### src/rtl/qrn_pkg.sv
// Shared widths, stage counts and types for the quaternion renormalize pipeline.
// No dependencies.
package qrn_pkg;
	localparam int CW = 32;
	localparam int FB = 29;
	localparam int TOL_W = 30;
	localparam int SUM_W = 2 * CW + 2;
	localparam int ROOT_W = CW + 1;
	localparam int REM_W = ROOT_W + 3;
	localparam int Q_W = FB + 1;
	localparam int DR_W = ROOT_W + 1;
	localparam int SQRT_N = ROOT_W;
	localparam int DIV_N = Q_W;
	localparam int LATENCY = SQRT_N + DIV_N + 5;
	localparam logic [TOL_W-1:0] TOL_RESET = TOL_W'(5368709);
	localparam logic [ROOT_W-1:0] ONE_Q = ROOT_W'(1) << FB;

	typedef logic signed [CW-1:0] comp_t;
	typedef logic [CW-1:0] mag_t;

	typedef struct packed {
		comp_t [3:0] raw;
		mag_t [3:0] mag;
	} item_t;

	typedef struct packed {
		comp_t [3:0] raw;
		logic renorm;
		logic zero;
	} res_t;
endpackage

### src/rtl/qrn_sqrt_cell.sv
// One bit of the restoring integer square root: takes two radicand bits, emits one root bit.
// Depends on qrn_pkg.
module qrn_sqrt_cell (
	input  logic                        clk,
	input  logic [qrn_pkg::SUM_W-1:0]   rad_in,
	input  logic [qrn_pkg::REM_W-1:0]   rem_in,
	input  logic [qrn_pkg::ROOT_W-1:0]  root_in,
	output logic [qrn_pkg::SUM_W-1:0]   rad_out,
	output logic [qrn_pkg::REM_W-1:0]   rem_out,
	output logic [qrn_pkg::ROOT_W-1:0]  root_out
);
	import qrn_pkg::*;

	logic [REM_W-1:0] rem_sh;
	logic [REM_W-1:0] trial;
	logic             ge;

	assign rem_sh = {rem_in[REM_W-3:0], rad_in[SUM_W-1 -: 2]};
	assign trial  = REM_W'({root_in, 2'b01});
	assign ge     = rem_sh >= trial;

	always_ff @(posedge clk) begin
		rad_out  <= {rad_in[SUM_W-3:0], 2'b00};
		rem_out  <= ge ? rem_sh - trial : rem_sh;
		root_out <= {root_in[ROOT_W-2:0], ge};
	end
endmodule

### config.mk
export PLATFORM = sky130hd
export DESIGN_NAME = qrn_sqrt_cell
export DESIGN_NICKNAME = d
export VERILOG_FILES = /design/src/rtl/qrn_pkg.sv /design/src/rtl/qrn_sqrt_cell.sv
export SDC_FILE = /design/constraint.sdc
export NUM_CORES = 1
export LEC_CHECK = 0
export BUFFER_PORTS_ARGS = -buffer_cell sky130_fd_sc_hd__buf_2
export CORE_ASPECT_RATIO = 1.1
export CORE_MARGIN = 10
export CORE_UTILIZATION = 25
export DETAILED_ROUTE_END_ITERATION = 8
export PLACE_DENSITY_LB_ADDON = 0.12
export SETUP_SLACK_MARGIN = 0.3
export SLEW_MARGIN = 0
export SYNTH_ARGS = -nofsm -noshare
export SYNTH_HDL_FRONTEND = slang
export SYNTH_SLANG_ARGS = --single-unit
### constraint.sdc
create_clock -name clk -period 4.5 [get_ports clk]
set_input_delay 0.45 -clock clk [delete_from_list [all_inputs] [get_ports clk]]
set_output_delay 0.45 -clock clk [all_outputs]
set_load 0.01 [all_outputs]
==> flow_summary.yaml <==
sta:
  rsz0062_at_grt: "false"
  max_freq_ghz: 0.3169
  min_period_ps: 3156
  fin_ws_ps: 1344
  tightest_slew_ps: 618.3
  hold_viol: 0
  tns_ps: 0
  setup_viol: 0
  slew_headroom_pct: 58.78
  period_share_pct: 70.13
  slew_viol_final: 0
power:
  clkPwrFrac_pct: 40.4
  p_int_mw: 2.371
  combPwrFrac_pct: 20.3
  seq_power_share_pct: 39.3
  max-vdd-ir-drop_uv: 241.7
  netSwitchingPower_uw: 985.5
  p_leak_nw: 3.752
  switching_share_pct: 29.36
  p_per_area_nw_per_um2: 452.5
detailed_routing:
  wl_met2_mm: 8.192
  vias_per_cell: 4.273
  drt_iter0_markers: 127
  drc: 0
  wl_met3_mm: 1.958
  ant_nets: 0
  routed_wl_mm: 17.00
  met1_length_mm: 6.662
  vias: 4380
  drt-pass1-iter-count: 4
  wl_per_cell_um: 16.59
  top_layer_used: "met5"
grt:
  antenna_found_initial: 2
  grt_util_all_layers_pct: 11.88
  grt_pass1_vias: 4643
  grt-ovfl-total: 0
  grt_pass1_wl_mm: 25.04
  grt_max_degree: 36
final_layout:
  layout.nets: 926
  drive_gt1_share_pct: 44.92
  stdcell_count: 1025
  design_area_um2: 7417
  postLayoutCoreUtil_pct: 35.93
  area_growth_pct: 41.34
  fillCellCount: 2151
  final_cell_mix: "buf_2, dfxtp_1, inv_1"
  layout_commonest_cell: "buf_2"
setup_path:
  cp_max_fo: 35
  critPathLaunchType: "input port"
  required_ps: 4810
  end_kind: "flop"
  critPathArrivalTime_ps: 3470
  slowest_delay_ps: 470
  crit_buf_inv: 2
  path_cells: "buf_2 -> ha_1 -> and4_1 -> and3_1 -> nor2b_1 -> nand2_1 -> o211ai_4 -> a41o_4 -> a21oi_4 -> inv_4 -> mux2_2"
  cpMaxStageDelayCell: "inv_4"
  critPathTopFamily: "simple AND/OR/NAND/NOR gates"
  critical_path_class: "input port to flop"
floorplanning:
  pin_count: 271
  dieArea_um2: 27190
  initial_core_util_pct: 25.42
  die_w_um: 158.1
  std_cell_rows: 55
  coreArea_um2: 20640
  fp.dieH_um: 172.0
logic_synthesis:
  synthCells: 477
  ys_ff_latch: 133
  yosys_most_used_dff: "dfxtp_1"
  synth_seq_area_share_pct: 50.74
  synth_cell_types: 56
  synth_edf_count: 0
  ys_warn_count: 0
  syn_area_um2: 5248
  synth_area_per_cell_um2: 11.00
  ys_async_sr_fraction_pct: 0
clocking:
  cts_root_buffer: "clkbuf_16"
  cts_inserted_buffers: 17
  clk_path_buf_depth: 2
  cts_sinks: 133
  htree_levels: 4
  cts_hold_buf: 0
  clkSlewWorstSetupHoldPaths_ps: 70
  ctsResizeCount: 0
  post_cts.repair.setup_buffers: 0
  cts_tree: "built"
placement:
  place.gp.congestion: 0.8039
  dp_slack_ps: 847.2
  place_hpwl_mm: 13.97
  placed_area_um2: 6847
  dp.cells: 992
  io_buffers: 266
run_status:
  status: "completed"
job:
  drv_cap: 0
min_path:
  min_path_type: "input port to flop"
==> path summary, 6_finish.rpt <==
kind / start / end / slack (ps) / cells past startpoint
worst max-delay path: rem_in[22] / rem_out[6] / 1340 / 11
worst min-delay path: rad_in[38] / rad_out[40] / 120 / 1
==> power groups by stage <==
stage	registers, mW	clock network (mW)	logic, mW
floorplan	1.41	0	0.358
finish	1.32	1.36	0.683
CTS	1.32	1.41	0.700
global route	1.33	1.45	0.757
detailed placement	1.35	0	0.697
global placement	1.35	0	0.696
==> cell usage after synthesis (all sizes together), types with 2 or more instances <==
cell	n	share of area (%)
ha	35	8.3
nor2b	5	0.74
inv	48	3.5
o21ai	20	1.9
dfxtp	133	51
nand3	9	0.86
nor3b	2	0.29
and2	3	0.36
nor3	5	0.48
nand4	7	0.83
and4	2	0.33
clkbuf	4	0.29
xor2	12	2.0
nor2	12	0.86
a211oi	3	0.43
a31oi	2	0.52
a21o	9	1.3
mux2	31	8.5
a31o	2	0.33
o21bai	4	0.57
o21a	5	0.72
o211ai	5	0.98
buf	5	0.93
a32oi	2	0.48
xnor2	19	3.2
or2	3	0.36
nand2	27	1.9
and3	11	1.3
a21oi	34	3.5
==> through the flow <==
step	hold WS [ps]	power (mW)
after floorplan	477.7	1.773
after global placement	552.0	2.041
after detailed placement	553.9	2.042
after CTS	100.5	3.427
after global routing	100.2	3.536
final	124.8	3.356
==> layer usage <==
metal	vias up	global-route usage, %
met5	-	0
met4	2	4.111
met3	12	5.441
met2	195	20.54
met1	1963	12.46
li1	2208	-
==> cells by family after synthesis <==
| group | Yosys count | synth area share [%] |
|---|---|---|
| flip-flops | 133 | 50.74 |
| XOR/XNOR | 31 | 5.174 |
| AND/OR/NAND/NOR | 88 | 8.584 |
| multiplexers | 32 | 8.703 |
| buffers and inverters | 57 | 4.697 |
| AO/OA/AOI/OAI | 100 | 13.69 |
| adder cells (fa/ha/maj) | 35 | 8.345 |
| other | 1 | 0.07146 |
==> state kept, by name (all words and copies together) (netlist names) <==
register,count
root_out,33
rem_out,36
rad_out,64
==> area by class of cell <==
cell class / instances / area [um2] / area share [%]
sequential: 133 / 2663 / 35.90
multi-input combinational: 288 / 2342 / 31.58
timing repair buffer: 267 / 1339 / 18.05
clock buffer: 18 / 439.2 / 5.921
tap: 256 / 320.3 / 4.318
inverter: 48 / 182.7 / 2.463
clock inverter: 14 / 128.9 / 1.738
antenna: 1 / 2.502 / 0.03374
(Power assumes the default switching activity.)
