File: config.mk
export PLATFORM = sky130hd
export DESIGN_NAME = qrn_div_cell
export DESIGN_NICKNAME = d
export VERILOG_FILES = /design/src/rtl/qrn_pkg.sv /design/src/rtl/qrn_div_cell.sv
export SDC_FILE = /design/constraint.sdc
export NUM_CORES = 1
export LEC_CHECK = 0
export BUFFER_PORTS_ARGS = -buffer_cell sky130_fd_sc_hd__buf_4
export CORE_MARGIN = 8
export CORE_UTILIZATION = 43
export DETAILED_ROUTE_END_ITERATION = 7
export GPL_TIMING_DRIVEN = 0
export PLACE_DENSITY = 0.79
export SLEW_MARGIN = 20
export SYNTH_ARGS = -nofsm -noshare
export SYNTH_HDL_FRONTEND = slang
export SYNTH_SLANG_ARGS = --single-unit
File: constraint.sdc
create_clock -name clk -period 2.7 [get_ports clk]
set_input_delay 0.54 -clock clk [delete_from_list [all_inputs] [get_ports clk]]
set_output_delay 0.54 -clock clk [all_outputs]
set_load 0.01 [all_outputs]
File: src/rtl/qrn_pkg.sv
// Shared widths, stage counts and types for the quaternion renormalize pipeline.
// No dependencies.
package qrn_pkg;
	localparam int CW = 32;
	localparam int FB = 29;
	localparam int TOL_W = 30;
	localparam int SUM_W = 2 * CW + 2;
	localparam int ROOT_W = CW + 1;
	localparam int REM_W = ROOT_W + 3;
	localparam int Q_W = FB + 1;
	localparam int DR_W = ROOT_W + 1;
	localparam int SQRT_N = ROOT_W;
	localparam int DIV_N = Q_W;
	localparam int LATENCY = SQRT_N + DIV_N + 5;
	localparam logic [TOL_W-1:0] TOL_RESET = TOL_W'(5368709);
	localparam logic [ROOT_W-1:0] ONE_Q = ROOT_W'(1) << FB;

	typedef logic signed [CW-1:0] comp_t;
	typedef logic [CW-1:0] mag_t;

	typedef struct packed {
		comp_t [3:0] raw;
		mag_t [3:0] mag;
	} item_t;

	typedef struct packed {
		comp_t [3:0] raw;
		logic renorm;
		logic zero;
	} res_t;
endpackage

File: src/rtl/qrn_div_cell.sv
// One quotient bit of the restoring divider: compare, subtract, shift.
// Depends on qrn_pkg.
module qrn_div_cell (
	input  logic                        clk,
	input  logic [qrn_pkg::DR_W-1:0]    r_in,
	input  logic [qrn_pkg::ROOT_W-1:0]  d_in,
	input  logic [qrn_pkg::Q_W-1:0]     q_in,
	output logic [qrn_pkg::DR_W-1:0]    r_out,
	output logic [qrn_pkg::ROOT_W-1:0]  d_out,
	output logic [qrn_pkg::Q_W-1:0]     q_out
);
	import qrn_pkg::*;

	logic [DR_W-1:0] rs;
	logic            ge;

	assign ge = r_in >= DR_W'(d_in);
	assign rs = ge ? r_in - DR_W'(d_in) : r_in;

	always_ff @(posedge clk) begin
		r_out <= {rs[DR_W-2:0], 1'b0};
		d_out <= d_in;
		q_out <= {q_in[Q_W-2:0], ge};
	end
endmodule

==> impl_metrics.xml <==
<?xml version="1.0" encoding="UTF-8"?>
<metrics>
  <group name="route">
    <metric name="via_count" unit="">4038</metric>
    <metric name="routedWlPerCell" unit="microns">17.3</metric>
    <metric name="antenna_left" unit="">0</metric>
    <metric name="drt_iter0_drc" unit="">231</metric>
    <metric name="route.detailed.vias_per_inst" unit="">4.90</metric>
    <metric name="route.detailed.drc" unit="">0</metric>
    <metric name="dr.pass1.iters" unit="">4</metric>
    <metric name="routed_wl" unit="microns">14200</metric>
  </group>
  <group name="job">
    <metric name="drv.max_cap_violation_count" unit="">0</metric>
  </group>
  <group name="clocking">
    <metric name="htree_num_levels" unit="">3</metric>
    <metric name="cts_root_buf" unit="">sky130_fd_sc_hd__clkbuf_8</metric>
    <metric name="cts.clk_slew.worst_paths" unit="ps">90</metric>
    <metric name="count_of_clock_tree_sinks" unit="">96</metric>
    <metric name="tritoncts" unit="">yes</metric>
    <metric name="cts-hold-fix-buffers" unit="">0</metric>
    <metric name="cts_inserted_buffers" unit="">9</metric>
    <metric name="cts_buffer_depth" unit="">2</metric>
  </group>
  <group name="sta">
    <metric name="timing.final.max_slew_violations" unit="">0</metric>
    <metric name="grt_setup_unrepaired" unit="">true</metric>
    <metric name="hold_viol" unit="">0</metric>
    <metric name="tns" unit="ps">0</metric>
    <metric name="setup_violations_final" unit="">0</metric>
    <metric name="post-route-worst-setup-slack" unit="ps">17.2</metric>
    <metric name="fin_crit_sh" unit="%">99.4</metric>
    <metric name="max_freq" unit="MHz">373</metric>
    <metric name="final_period_minus_worst_setup_slack" unit="ps">2680</metric>
  </group>
  <group name="die">
    <metric name="chipHeight" unit="microns">118</metric>
    <metric name="num_rows" unit="">37</metric>
    <metric name="die_width" unit="microns">118</metric>
    <metric name="start_util" unit="%">43.8</metric>
    <metric name="dieArea" unit="sq um">13900</metric>
    <metric name="core" unit="sq um">10200</metric>
    <metric name="ioPinCount" unit="">195</metric>
  </group>
  <group name="setup_path">
    <metric name="critical_path.endpoint_type" unit="">register</metric>
    <metric name="worstSetupStartpointType" unit="">primary input</metric>
    <metric name="crit_type" unit="">in2reg</metric>
    <metric name="crit_required" unit="ps">2960</metric>
    <metric name="cpPeakStageDelay" unit="ps">390</metric>
    <metric name="crit_path_cell_trace" unit="">buf_8 &gt; inv_4 &gt; ha_4 &gt; inv_2 &gt; fa_2 &gt; a21o_1 &gt; a221oi_4 &gt; buf_4 &gt; o211a_4 &gt; o21ai_4 &gt; a211oi_4 &gt; o311ai_2 &gt; xnor2_1 &gt; o21ai_1</metric>
    <metric name="critPathSlowestCell" unit="">sky130_fd_sc_hd__fa_2</metric>
    <metric name="cp_data_arrival_time" unit="ps">2950</metric>
    <metric name="critical_path.max_fanout" unit="">3</metric>
  </group>
  <group name="synthesis">
    <metric name="post_synth.cell_area_avg" unit="sq um">9.61</metric>
    <metric name="synth.net_count" unit="">596</metric>
    <metric name="synth_edf_count" unit="">0</metric>
    <metric name="ys_dominant_reg_cell" unit="">sky130_fd_sc_hd__dfxtp_1</metric>
    <metric name="synth.cell_area" unit="sq um">4460</metric>
    <metric name="ys_seq_area_share" unit="%">43.1</metric>
    <metric name="synth-async-reset-ratio" unit="%">0</metric>
    <metric name="yosysWarningCount" unit="">0</metric>
    <metric name="yosys_register_bits" unit="">96</metric>
    <metric name="count_of_different_cell_masters_after_synthesis" unit="">61</metric>
    <metric name="post_synth_inst_count" unit="">464</metric>
  </group>
  <group name="layout">
    <metric name="nets" unit="">816</metric>
    <metric name="n_antenna_cell" unit="">0</metric>
    <metric name="drive_gt1_share" unit="%">43.5</metric>
    <metric name="area_delta_synth_final" unit="%">48.1</metric>
    <metric name="nFillCells" unit="">856</metric>
  </group>
  <group name="run_status">
    <metric name="status" unit="">completed</metric>
  </group>
  <group name="place">
    <metric name="io_buffers" unit="">192</metric>
    <metric name="placement.setup.worst_slack" unit="ps">-511</metric>
    <metric name="place.gp.congestion" unit="">0.801</metric>
    <metric name="detailedPlacementHpwl" unit="microns">11400</metric>
  </group>
  <group name="power">
    <metric name="share_seq_of_total_power" unit="%">42.5</metric>
    <metric name="cellInternalPower" unit="mW">2.64</metric>
    <metric name="combinationalPowerShare" unit="%">32.3</metric>
    <metric name="leakage" unit="nW">3.17</metric>
    <metric name="ir_drop" unit="uV">242</metric>
    <metric name="p_sw" unit="mW">1.17</metric>
    <metric name="power-per-cell-area" unit="nW/um^2">577</metric>
    <metric name="clockPowerShare" unit="%">25.3</metric>
    <metric name="fraction_of_power_spent_switching_nets" unit="%">30.7</metric>
  </group>
  <group name="global_route">
    <metric name="grt_pass1_wl" unit="microns">22200</metric>
    <metric name="global_route.usage.total" unit="%">19.8</metric>
    <metric name="antenna_violations_before_repair" unit="">0</metric>
    <metric name="grt_pass1_vias" unit="">4201</metric>
    <metric name="grt-ovfl-total" unit="">0</metric>
    <metric name="maximum_number_of_pins_on_one_net_before_global_route_repair" unit="">17</metric>
  </group>
  <group name="worst_hold_path">
    <metric name="hp-class" unit="">in2reg</metric>
  </group>
</metrics>
final cells by class:
type | count | area, sq um | share of cell area, %
Multi-Input combinational cell | 305 | 2370 | 35.8
Inverter | 45 | 171 | 2.60
Buffer | 18 | 168 | 2.54
Clock inverter | 5 | 62.6 | 0.947
Sequential cell | 96 | 1920 | 29.1
Timing Repair Buffer | 209 | 1610 | 24.3
Clock buffer | 10 | 138 | 2.08
Tap cell | 136 | 170 | 2.58
cell usage in the layout, fill, tap and decap left out, types with 4 or more instances in the layout:
master / count
sky130_fd_sc_hd__a21o_1: 11
sky130_fd_sc_hd__a21oi_1: 31
sky130_fd_sc_hd__and3_1: 7
sky130_fd_sc_hd__buf_2: 5
sky130_fd_sc_hd__buf_4: 208
sky130_fd_sc_hd__buf_6: 4
sky130_fd_sc_hd__clkbuf_8: 10
sky130_fd_sc_hd__dfxtp_1: 96
sky130_fd_sc_hd__ha_1: 31
sky130_fd_sc_hd__inv_1: 42
sky130_fd_sc_hd__nand2_1: 42
sky130_fd_sc_hd__nand2_2: 10
sky130_fd_sc_hd__nand2b_1: 4
sky130_fd_sc_hd__nand3_1: 6
sky130_fd_sc_hd__nand4_1: 5
sky130_fd_sc_hd__nor2_1: 14
sky130_fd_sc_hd__nor3_1: 4
sky130_fd_sc_hd__o21a_1: 4
sky130_fd_sc_hd__o21ai_0: 14
sky130_fd_sc_hd__o21ai_1: 13
sky130_fd_sc_hd__o21ai_2: 18
sky130_fd_sc_hd__o21bai_1: 6
sky130_fd_sc_hd__xnor2_1: 15
sky130_fd_sc_hd__xor2_1: 13
metrics by stage:
stage	std cells	util (%)	hold WS, ps	instance area [sq um]	total power [mW]
finish	824	64.8	268	6600	3.81
global route	824	64.8	250	6600	4.00
CTS	816	63.4	248	6460	3.81
detailed placement	792	60.0	646	6110	2.79
global placement	792	60.0	645	6110	2.77
floorplan	464	-	568	4500	2.28
critical path: cells and delay by family:
kind / cells / cell delay, ps
compound gates: 7 / 1380
fa+ha+maj: 2 / 510
buf+inv: 4 / 350
xor+xnor: 1 / 170
cell families after synthesis:
group,share of synthesized area (%)
AND/OR/NAND/NOR,11.6
other,0.0841
flip-flops,43.1
XOR/XNOR,5.50
AO/OA/AOI/OAI,22.5
multiplexers,0.337
adder cells (fa/ha/maj),9.71
buffers and inverters,7.21
per-layer routing:
layer / vias up / part of all wire, % / track usage (%)
li1: 2038 / - / -
met1: 1835 / 42 / 22.9
met2: 150 / 50 / 34.2
met3: 15 / 6.9 / 5.47
met4: 0 / 1.7 / 7.21
met5: - / 0 / 0
power groups by stage:
stage / registers (mW) / clock network [mW] / logic [mW]
final: 1.62 / 0.963 / 1.23
after global routing: 1.63 / 1.04 / 1.33
after CTS: 1.62 / 0.990 / 1.19
after detailed placement: 1.65 / 0 / 1.13
after global placement: 1.65 / 0 / 1.13
after floorplan: 1.72 / 0 / 0.554
flip-flops by register name, summed over array words and instances (netlist names):
| register | cells |
|---|---|
| d_out | 33 |
| q_out | 30 |
| r_out | 33 |
path summary, 6_finish.rpt:
| check | startpoint | end | cells after the start |
|---|---|---|---|
| worst min-delay path | q_in[18] | q_out[19]$_DFF_P_ | 1 |
| worst max-delay path | r_in[0] | r_out[33]$_DFF_P_ | 14 |
synthesized netlist by cell type (all sizes together) (4+ instances only):
master	number	area, sq um
and3	9	58.8
xnor2	15	131
nand2b	4	25.0
ha	33	413
inv	45	169
a21o	12	90.1
o21ai	48	327
nand4	5	31.3
o21bai	6	45.0
buf	15	141
o21a	4	30.0
nand2	52	220
nor3	4	20.0
nor2	14	52.6
nand3	6	30.0
nor4	4	31.3
xor2	13	114
a21oi	34	185
dfxtp	96	1920
o31ai	6	55.1
what timing repair did:
item                                    4_1_cts  5_1_grt
pin swaps                                     7       15
endpoints found under the setup margin       33       32
gates resized for setup                      14       16
buffers inserted                              9        7
gates cloned                                  0        1
Power figures use the tool's default switching activity.
